File: src/rtl/core/tcr_pkg.sv
`timescale 1ns / 1ps
`default_nettype none
// ----------------------------------------------------------------------------
// Token class recognizer package
// Shared widths, state vector layout, character codes and class codes.
// ----------------------------------------------------------------------------
package tcr_pkg;

   localparam int unsigned CHAR_W  = 8;
   localparam int unsigned CLASS_W = 3;
   localparam int unsigned NFA_W   = 41;

   localparam int unsigned OFF_SOIT    = 0;
   localparam int unsigned OFF_DANS    = 5;
   localparam int unsigned OFF_ASSIGN  = 10;
   localparam int unsigned OFF_COMPLEX = 13;
   localparam int unsigned OFF_REAL    = 30;
   localparam int unsigned OFF_INTEGER = 34;
   localparam int unsigned OFF_IDENT   = 39;

   typedef logic [NFA_W-1:0]   nfa_vec_type;
   typedef logic [CHAR_W-1:0]  char_type;
   typedef logic [CLASS_W-1:0] class_type;

   localparam nfa_vec_type NFA_INIT =
      (NFA_W'(1) << OFF_SOIT)    | (NFA_W'(1) << OFF_DANS)    |
      (NFA_W'(1) << OFF_ASSIGN)  | (NFA_W'(1) << OFF_COMPLEX) |
      (NFA_W'(1) << OFF_REAL)    | (NFA_W'(1) << OFF_INTEGER) |
      (NFA_W'(1) << OFF_IDENT);

   localparam char_type CH_UP_S   = 8'h53;
   localparam char_type CH_UP_O   = 8'h4F;
   localparam char_type CH_UP_I   = 8'h49;
   localparam char_type CH_UP_T   = 8'h54;
   localparam char_type CH_LO_D   = 8'h64;
   localparam char_type CH_LO_A   = 8'h61;
   localparam char_type CH_LO_N   = 8'h6E;
   localparam char_type CH_LO_S   = 8'h73;
   localparam char_type CH_LO_I   = 8'h69;
   localparam char_type CH_LO_Z   = 8'h7A;
   localparam char_type CH_UP_A   = 8'h41;
   localparam char_type CH_UP_Z   = 8'h5A;
   localparam char_type CH_LESS   = 8'h3C;
   localparam char_type CH_MINUS  = 8'h2D;
   localparam char_type CH_PLUS   = 8'h2B;
   localparam char_type CH_DOT    = 8'h2E;
   localparam char_type CH_UNDER  = 8'h5F;
   localparam char_type CH_ZERO   = 8'h30;
   localparam char_type CH_NINE   = 8'h39;

   localparam class_type CLS_NONE    = 3'd0;
   localparam class_type CLS_SOIT    = 3'd1;
   localparam class_type CLS_DANS    = 3'd2;
   localparam class_type CLS_ASSIGN  = 3'd3;
   localparam class_type CLS_COMPLEX = 3'd4;
   localparam class_type CLS_REAL    = 3'd5;
   localparam class_type CLS_INTEGER = 3'd6;
   localparam class_type CLS_IDENT   = 3'd7;

endpackage
`default_nettype wire

File: src/rtl/core/token_class_recognizer.sv
`timescale 1ns / 1ps
`default_nettype none
// ----------------------------------------------------------------------------
// Token class recognizer
// Classifies a token streamed one character per request, with seven NFAs.
// ----------------------------------------------------------------------------
// The block takes one character per cycle and updates all seven recognizer
// state vectors in a single 41-bit register in that same cycle. The request
// flagged as the last character of a token yields one response in the next
// cycle, held in an output register; other requests yield none. Requests
// are stalled only while that output register holds a response that is
// itself stalled, so throughput is one character per cycle.
// ----------------------------------------------------------------------------
module token_class_recognizer
   import tcr_pkg::*;
(
   input  wire              clock,
   input  wire              reset,
   input  wire              req_valid,
   output logic             req_stall,
   input  wire char_type    req_char_code,
   input  wire              req_last_of_token,
   output logic             rsp_valid,
   input  wire              rsp_stall,
   output class_type        rsp_token_class
);

   nfa_vec_type state_ff;
   nfa_vec_type state_in;
   nfa_vec_type step_vec;
   class_type   step_class;
   logic        rsp_valid_ff;
   logic        rsp_valid_in;
   class_type   rsp_class_ff;
   class_type   rsp_class_in;
   logic        req_accept;

   tcr_nfa_step u_step (
      .cur_vec     (state_ff),
      .char_code   (req_char_code),
      .next_vec    (step_vec),
      .token_class (step_class)
   );

   assign req_stall  = rsp_valid_ff && rsp_stall;
   assign req_accept = req_valid && !req_stall;

   always_comb begin
      state_in     = state_ff;
      rsp_valid_in = rsp_valid_ff && rsp_stall;
      rsp_class_in = rsp_class_ff;
      if (req_accept) begin
         if (req_last_of_token) begin
            state_in     = NFA_INIT;
            rsp_valid_in = 1'b1;
            rsp_class_in = step_class;
         end else begin
            state_in = step_vec;
         end
      end
   end

   always_ff @(posedge clock) begin
      if (reset) begin
         state_ff     <= NFA_INIT;
         rsp_valid_ff <= 1'b0;
      end else begin
         state_ff     <= state_in;
         rsp_valid_ff <= rsp_valid_in;
      end
   end

   always_ff @(posedge clock) begin
      rsp_class_ff <= rsp_class_in;
   end

   assign rsp_valid       = rsp_valid_ff;
   assign rsp_token_class = rsp_class_ff;

endmodule
`default_nettype wire

File: src/rtl/core/tcr_nfa_step.sv
`timescale 1ns / 1ps
`default_nettype none
// ----------------------------------------------------------------------------
// Token class recognizer NFA step
// Advances all seven state vectors by one character and picks the class.
// ----------------------------------------------------------------------------
module tcr_nfa_step
   import tcr_pkg::*;
(
   input  wire nfa_vec_type cur_vec,
   input  wire char_type    char_code,
   output nfa_vec_type      next_vec,
   output class_type        token_class
);

   logic             is_digit;
   logic             is_letter;
   logic [4:0]       v_soit;
   logic [4:0]       v_dans;
   logic [2:0]       v_asg;
   logic [16:0]      v_cpx;
   logic [3:0]       v_real;
   logic [4:0]       v_int;
   logic [1:0]       v_id;
   logic [4:0]       n_soit;
   logic [4:0]       n_dans;
   logic [2:0]       n_asg;
   logic [16:0]      n_cpx;
   logic [3:0]       n_real;
   logic [4:0]       n_int;
   logic [1:0]       n_id;

   assign is_digit  = (char_code >= CH_ZERO) && (char_code <= CH_NINE);
   assign is_letter = ((char_code >= CH_LO_A) && (char_code <= CH_LO_Z)) ||
                      ((char_code >= CH_UP_A) && (char_code <= CH_UP_Z)) ||
                      (char_code == CH_UNDER);

   assign v_soit = cur_vec[OFF_SOIT    +: 5];
   assign v_dans = cur_vec[OFF_DANS    +: 5];
   assign v_asg  = cur_vec[OFF_ASSIGN  +: 3];
   assign v_cpx  = cur_vec[OFF_COMPLEX +: 17];
   assign v_real = cur_vec[OFF_REAL    +: 4];
   assign v_int  = cur_vec[OFF_INTEGER +: 5];
   assign v_id   = cur_vec[OFF_IDENT   +: 2];

   assign n_soit = {v_soit[3] && (char_code == CH_UP_T),
                    v_soit[2] && (char_code == CH_UP_I),
                    v_soit[1] && (char_code == CH_UP_O),
                    v_soit[0] && (char_code == CH_UP_S),
                    1'b0};

   assign n_dans = {v_dans[3] && (char_code == CH_LO_S),
                    v_dans[2] && (char_code == CH_LO_N),
                    v_dans[1] && (char_code == CH_LO_A),
                    v_dans[0] && (char_code == CH_LO_D),
                    1'b0};

   assign n_asg = {v_asg[1] && (char_code == CH_MINUS),
                   v_asg[0] && (char_code == CH_LESS),
                   1'b0};

   always_comb begin
      n_cpx = '0;
      if (is_digit) begin
         if (v_cpx[0] || v_cpx[1]) n_cpx[1] = 1'b1;
         if (v_cpx[3] || v_cpx[4]) n_cpx[4] = 1'b1;
         if (v_cpx[10] || v_cpx[11]) n_cpx[11] = 1'b1;
         if (v_cpx[13] || v_cpx[14]) n_cpx[14] = 1'b1;
      end
      if (char_code == CH_DOT) begin
         if (v_cpx[2]) n_cpx[3] = 1'b1;
         if (v_cpx[12]) n_cpx[13] = 1'b1;
      end
      if ((char_code == CH_MINUS) && v_cpx[6]) n_cpx[7] = 1'b1;
      if ((char_code == CH_PLUS) && v_cpx[8]) n_cpx[9] = 1'b1;
      if ((char_code == CH_LO_I) && v_cpx[15]) n_cpx[16] = 1'b1;
      // Epsilon closure; every epsilon move goes to a higher state.
      if (n_cpx[1]) begin
         n_cpx[2] = 1'b1;
         n_cpx[5] = 1'b1;
      end
      if (n_cpx[4]) n_cpx[5] = 1'b1;
      if (n_cpx[5]) begin
         n_cpx[6] = 1'b1;
         n_cpx[8] = 1'b1;
      end
      if (n_cpx[7] || n_cpx[9]) n_cpx[10] = 1'b1;
      if (n_cpx[11]) begin
         n_cpx[12] = 1'b1;
         n_cpx[15] = 1'b1;
      end
      if (n_cpx[14]) n_cpx[15] = 1'b1;
   end

   always_comb begin
      n_real = '0;
      if (is_digit) begin
         if (v_real[0] || v_real[1]) n_real[1] = 1'b1;
         if (v_real[2] || v_real[3]) n_real[3] = 1'b1;
      end
      if ((char_code == CH_DOT) && v_real[1]) n_real[2] = 1'b1;
   end

   always_comb begin
      n_int = '0;
      if (is_digit) begin
         if (v_int[0]) n_int[1] = 1'b1;
         if (v_int[2]) n_int[3] = 1'b1;
      end
      if (n_int[1] || n_int[3]) begin
         n_int[2] = 1'b1;
         n_int[4] = 1'b1;
      end
   end

   assign n_id = {(v_id[0] && is_letter) || (v_id[1] && (is_letter || is_digit)), 1'b0};

   assign next_vec = {n_id, n_int, n_real, n_cpx, n_asg, n_dans, n_soit};

   always_comb begin
      if (n_soit[4]) token_class = CLS_SOIT;
      else if (n_dans[4]) token_class = CLS_DANS;
      else if (n_asg[2]) token_class = CLS_ASSIGN;
      else if (n_cpx[16]) token_class = CLS_COMPLEX;
      else if (n_real[3]) token_class = CLS_REAL;
      else if (n_int[4]) token_class = CLS_INTEGER;
      else if (n_id[1]) token_class = CLS_IDENT;
      else token_class = CLS_NONE;
   end

endmodule
`default_nettype wire
File: config.mk
export PLATFORM = sky130hd
export DESIGN_NAME = token_class_recognizer
export DESIGN_NICKNAME = d
export VERILOG_FILES = /design/src/rtl/core/tcr_pkg.sv /design/src/rtl/core/token_class_recognizer.sv /design/src/rtl/core/tcr_nfa_step.sv
export SDC_FILE = /design/constraint.sdc
export NUM_CORES = 1
export LEC_CHECK = 0
export BUFFER_PORTS_ARGS = -buffer_cell sky130_fd_sc_hd__buf_2
export CAP_MARGIN = 10
export CORE_MARGIN = 2
export CORE_UTILIZATION = 55
export CTS_CLUSTER_DIAMETER = 150
export DETAILED_ROUTE_END_ITERATION = 8
export MAX_ROUTING_LAYER = met4
export PLACE_DENSITY = 0.83
export SLEW_MARGIN = 5
export SYNTH_ARGS = -nofsm -noshare
export SYNTH_HDL_FRONTEND = slang
export SYNTH_SLANG_ARGS = --single-unit
File: constraint.sdc
create_clock -name clock -period 1.5 [get_ports clock]
set_input_delay 0.075 -clock clock [delete_from_list [all_inputs] [get_ports clock]]
set_output_delay 0.075 -clock clock [all_outputs]
set_load 0.01 [all_outputs]
==> metrics, run 1 <==
clk slew on worst S/H paths 0.14 ns; CTS sink count 26; r2r setup slk 0.05 ns; Worst EP required 1.69 ns; Synth Flop Type dfxtp_1; FMAX 0.690 GHz; hold_ws 0.0333 ns; commonest cells in the netlist 25 x nor2_1, 23 x dfxtp_1, 19 x nand2_1, 15 x a21oi_1; # Post-CTS Setup Buffers 0; post-synthesis sequential area ratio 42.4%; syn avg cell area 8.07 sq um; top-level port count 18; Power Total 1.30 mW; CTS root buf clkbuf_4; final clock skew 0.00189 ns; status finished, final reports clean; fraction of layout cells with a size suffix above 1 18.8%; critical path arrival 1.64 ns; main combinational cell family by area after synthesis simple AND/OR/NAND/NOR gates; Initial DRT Pass Iterations 4; Die W 52.6 microns; Final Wtd Congestion 0.968; DRC viols 0; nets 195; Area growth syn-to-layout 15.2%; Post-Route WL 3.16 mm; critical path endpoint category flip-flop; leading area contributor after synthesis dfxtp_1; synth top area cells dfxtp_1 35%, nor2_1 7.2%, edfxtp_1 6.9%, a21oi_1 5.8%, nand2_1 5.5%; min Tclk post-route 1.45 ns; Syn Nets 174; HPWL Detailed 2.31 mm; Hold Crit Class input port to flip-flop; number of synthesized flops with an enable pin 3; Max Buffers Root-to-Sink 2; utilization after layout 67.6%; grt total ovfl 0; Yosys top cell area share 35.5%; final slew viol count 0; critical path type flip-flop to flip-flop; Iter 0 DRT Violations 58; dpl cells 205; latest clock arrival within the worst-skew pair 0.33 ns; H-Tree Depth 1; CTS Buf Count 3; port bufs 17; # diodes 0; first-pass GRT wire length 5.35 mm; P_leak 0.592 nW; Ys Warns 0; largest net degree at the start of global routing 25; total track usage 27.0%; Startpoint Class flip-flop; Crit Path Max Fanout 5; ANT nets after route 0; unrepaired setup endpoints after global routing true; TritonCTS clock tree yes; top-count cell post-synth nor2_1; Routed wire per std cell 15.1 microns; Max-cap violations 0; initial antenna violation count 0; Setup Viol. Count Final 0; PnR worst setup slack 0.0512 ns; final std cells w/o fill 209; Core Box Area 2210 sq um; FILL cells 202; Synth Instances 161; Worst Tran Pin Value 0.442 ns; Placement Setup Slack 0.0399 ns; Starting Density 58.7%; Mapped Area 1300 sq um; post-synthesis async set-or-reset flop share 0%; final hold vios 0; overall via count from detail_route 1324; XOR/XNOR Fraction of Synth Area 1.35%; flops & latches, synth 26; die area 2770 sq um; headroom to the max-slew limit 70.1%; Site Rows 17; power density over the cells 869 nW/um^2; Post-Synth Adder-Cell Area 0%; Simple-Gate Fraction of Synth Area 31.5%; vias in the first global route 1228; post-synthesis cell type count 37; drt via density 6.33; crit share post-route 96.6%; post-synthesis compound-gate area fraction 20.6%; mux contribution to synthesized area 0%; overall die height 52.6 microns; peak supply drop 0.597 mV
-- routing by layer --
layer	vias to the layer above	track usage, %	part of all wire, %
li1	628	-	-
met1	621	31.5	41
met2	63	44.8	50
met3	12	6.29	6.3
met4	0	11.1	2.2
met5	-	-	0
-- path summary, 6_finish.rpt --
path	from	endpoint	depth (start not counted)
min reg2reg	state_ff[7]	state_ff[7]	2
max	state_ff[40]	rsp_token_class[1]	5
min	rsp_stall	rsp_valid	3
max reg2reg	state_ff[40]	rsp_token_class[1]	5
-- layout make-up --
class	count	area (sq um)	share of cell area, %
sequential	26	554	37.0
tap	28	35.0	2.34
timing repair buffer	25	145	9.70
multi-input combinational	122	699	46.7
inverter	4	15.0	1.00
clock buffer	4	47.5	3.18
-- timing repair --
item,CTS,global route
setup endpoints to repair,0,4
hold buffers,0,0
resized for setup,0,3
-- kinds of logic after synthesis --
family | Yosys count
XOR/XNOR | 2
flip-flops | 26
AND/OR/NAND/NOR | 80
AO/OA/AOI/OAI | 40
buffers and inverters | 13
-- sequential cells by signal, indices dropped and copies added, names as in the netlist --
signal,count
rsp_valid,1
state_ff,22
rsp_token_class,3
-- critical path: stages (launching register included) --
cell,delay (ns)
dfxtp_4,0.39
nor2_1,0.05
a211o_1,0.28
o32a_1,0.16
o311a_1,0.32
nor2_1,0.11
-- cells in the final DEF, fill, tap and decap left out, types with 4 or more instances in the layout --
master / instances
nor2_1: 25
dfxtp_1: 22
nand2_1: 19
buf_2: 17
a21oi_1: 15
buf_4: 8
a22oi_1: 7
nor3_1: 6
o21ai_0: 5
inv_1: 4
a32oi_1: 4
-- stage by stage --
step / instance area [sq um] / setup TNS, ns
3_3_place_gp: 1440 / 0
5_1_grt: 1500 / -0.0332
4_1_cts: 1490 / 0
6_report: 1500 / 0
2_1_floorplan: 1300 / 0
3_5_place_dp: 1440 / 0
-- report_power, final --
| part | total, mW | internal (mW) | switching [mW] |
|---|---|---|---|
| registers | 0.716 | 0.712 | 0.00420 |
| clock network | 0.418 | 0.204 | 0.214 |
| logic | 0.166 | 0.0620 | 0.104 |
| total | 1.30 | 0.978 | 0.322 |
Power figures use the tool's default switching activity.
==> run 2: changes to the inputs <==
- CORE_ASPECT_RATIO: unset -> 1.1
- GPL_ROUTABILITY_DRIVEN: unset -> 0
==> run 2 against run 1 <==
Effect of this change:
- cell area increased by 0.42%
- combinational power about the same
- flip-flop and latch count is the same
- clock skew increased by 0.0032 ns
- final cell count rose by 1.4%
- fmax rose by 0.71%
- core utilization fell by 0.92 points
- routed wire length is 1.4% higher
- critical endpoint is now state_ff[16]
- highest routed layer unchanged
==> metrics, run 2 (same netlist as run 1, synthesis figures left out) <==
Max-cap violations 0 (unchanged); Worst Tran Pin Value 0.409 ns (-0.0329 ns); Post-Route WL 3.20 mm (+1.4%); dpl cells 207 (+0.98%); Max Buffers Root-to-Sink 2 (unchanged); placed cell area 1440 sq um (+0.17%); Final Cell Area 1500 sq um (+0.42%); headroom to the max-slew limit 72.5% (+2.4 points); largest net degree at the start of global routing 25 (unchanged); power density over the cells 868 nW/um^2 (about the same); critical path type flip-flop to flip-flop; Site Rows 18 (+1); Setup Viol. Count Final 0 (unchanged); # diodes 0 (unchanged); FILL cells 191 (-5.4%); HPWL Detailed 2.29 mm (-1.2%); final hold vios 0 (unchanged); P_leak 0.595 nW (+0.52%); Startpoint Class flip-flop; Crit Path Max Fanout 12 (+7); max reg flops 22 (unchanged); die area 2770 sq um (about the same); Post-CTS Hold Fix Bufs 0 (unchanged); Area growth syn-to-layout 15.7%; Placement Setup Slack 0.0287 ns (-0.0112 ns); TritonCTS clock tree yes; min-delay src rsp_stall; commonest non-fill, non-tap cell in the layout nor2_1; initial antenna violation count 0 (unchanged); status finished, final reports clean; Initial DRT Pass Iterations 4 (unchanged); Crit. Startpoint rsp_valid; latest clock arrival within the worst-skew pair 0.32 ns (about the same); Hold Crit Class input port to flip-flop; CTS Buf Count 3 (unchanged); H-Tree Depth 1 (unchanged); peak supply drop 0.645 mV (+8.1%); total track usage 25.7% (-1.3 points); fraction of layout cells with a size suffix above 1 19.2% (+0.45 points); Die W 50.3 microns (-4.3%); port bufs 17 (unchanged); CTS root buf clkbuf_4; final slew viol count 0 (unchanged); min Tclk post-route 1.44 ns (-0.0102 ns); hold_ws 0.0323 ns (-0.000930 ns); DRC viols 0 (unchanged); top-level port count 18 (unchanged); Routed wire per std cell 15.1 microns (about the same); overall via count from detail_route 1329 (+0.38%); ANT nets after route 0 (unchanged); clk slew on worst S/H paths 0.14 ns (about the same); final clock skew 0.00512 ns (+0.00323 ns); nets 196 (+0.51%); FMAX 0.695 GHz (+0.71%); PnR worst setup slack 0.0614 ns (+0.0102 ns); CTS sink count 26 (unchanged); RR Startpoint rsp_valid; unrepaired setup endpoints after global routing false; critical path endpoint category flip-flop; first-pass GRT wire length 5.29 mm (-1.3%); Worst EP required 1.77 ns (+0.08 ns); drt via density 6.27 (-1.0%); vias in the first global route 1190 (-3.1%); Iter 0 DRT Violations 75 (+29%); crit share post-route 95.9% (-0.68 points); final setup TNS 0 ns (unchanged); grt total ovfl 0 (unchanged); commonest non-fill, non-tap cells in the layout 25 x nor2_1, 21 x dfxtp_1, 19 x nand2_1; Top reg by flops state_ff; final std cells w/o fill 212 (+1.4%); overall die height 55.0 microns (+4.5%); Starting Density 57.7% (-1.0 points); Core Box Area 2250 sq um (+1.8%); critical path arrival 1.71 ns (+0.07 ns)
==> run 2: cell count changes in the layout (fill, tap and decap cells not counted) <==
cell	change
buf_4	+1
dfxtp_1	-1
dfxtp_2	+1
nor3_1	+1
nor3_2	-1
==> run 2: where the power goes <==
part | internal [mW] | leakage [nW] | switching (mW) | total (mW)
combinational | 0.0628 | 0.353 | 0.105 | 0.168
sequential | 0.712 | 0.216 | 0.00388 | 0.716
clock | 0.203 | 0.0261 | 0.217 | 0.421
total | 0.978 | 0.595 | 0.326 | 1.30
==> run 2: timing repair <==
action | CTS | global route
setup buffers | 0 | 1
resized for setup | 1 | 2
pin swaps | 0 | 1
endpoints found under the setup margin | 1 | 1
==> run 2: routing by layer <==
| layer | GRT usage (%) | part of all wire (%) |
|---|---|---|
| met4 | 11.3 | 3.4 |
| met2 | 44.5 | 50 |
| met1 | 29.9 | 40 |
| met5 | - | 0 |
| met3 | 4.57 | 6.7 |
==> run 2: worst paths after layout <==
check	endpoint	slack, ns	cells after the start
worst min-delay path	rsp_valid	0.03	3
worst max register to register	state_ff[16]	0.06	5
worst max-delay path	state_ff[16]	0.06	5
worst min register to register	state_ff[2]	0.46	2
==> run 2: layout make-up <==
cell class                      count  area, sq um  share of cell area, %
Timing Repair Buffer               26          153                   10.2
Inverter                            4         15.0                  0.999
Multi-Input combinational cell    122          694                   46.2
Clock buffer                        4         47.5                   3.16
Sequential cell                    26          556                   37.0
Tap cell                           30         37.5                   2.50
==> run 2: critical path: stages (launching register included) <==
cell and delay (ns):
dfxtp_1 0.35, a21bo_2 0.32, nor3_1 0.27, and2_1 0.26
a22oi_1 0.10, nor2_1 0.09
==> run 2: per-stage QoR <==
step                util [%]  power, mW
CTS                     66.2       1.30
floorplan                  -      0.832
global route            66.7       1.34
detailed placement      64.1      0.892
global placement        64.1      0.888
finish                  66.7       1.30
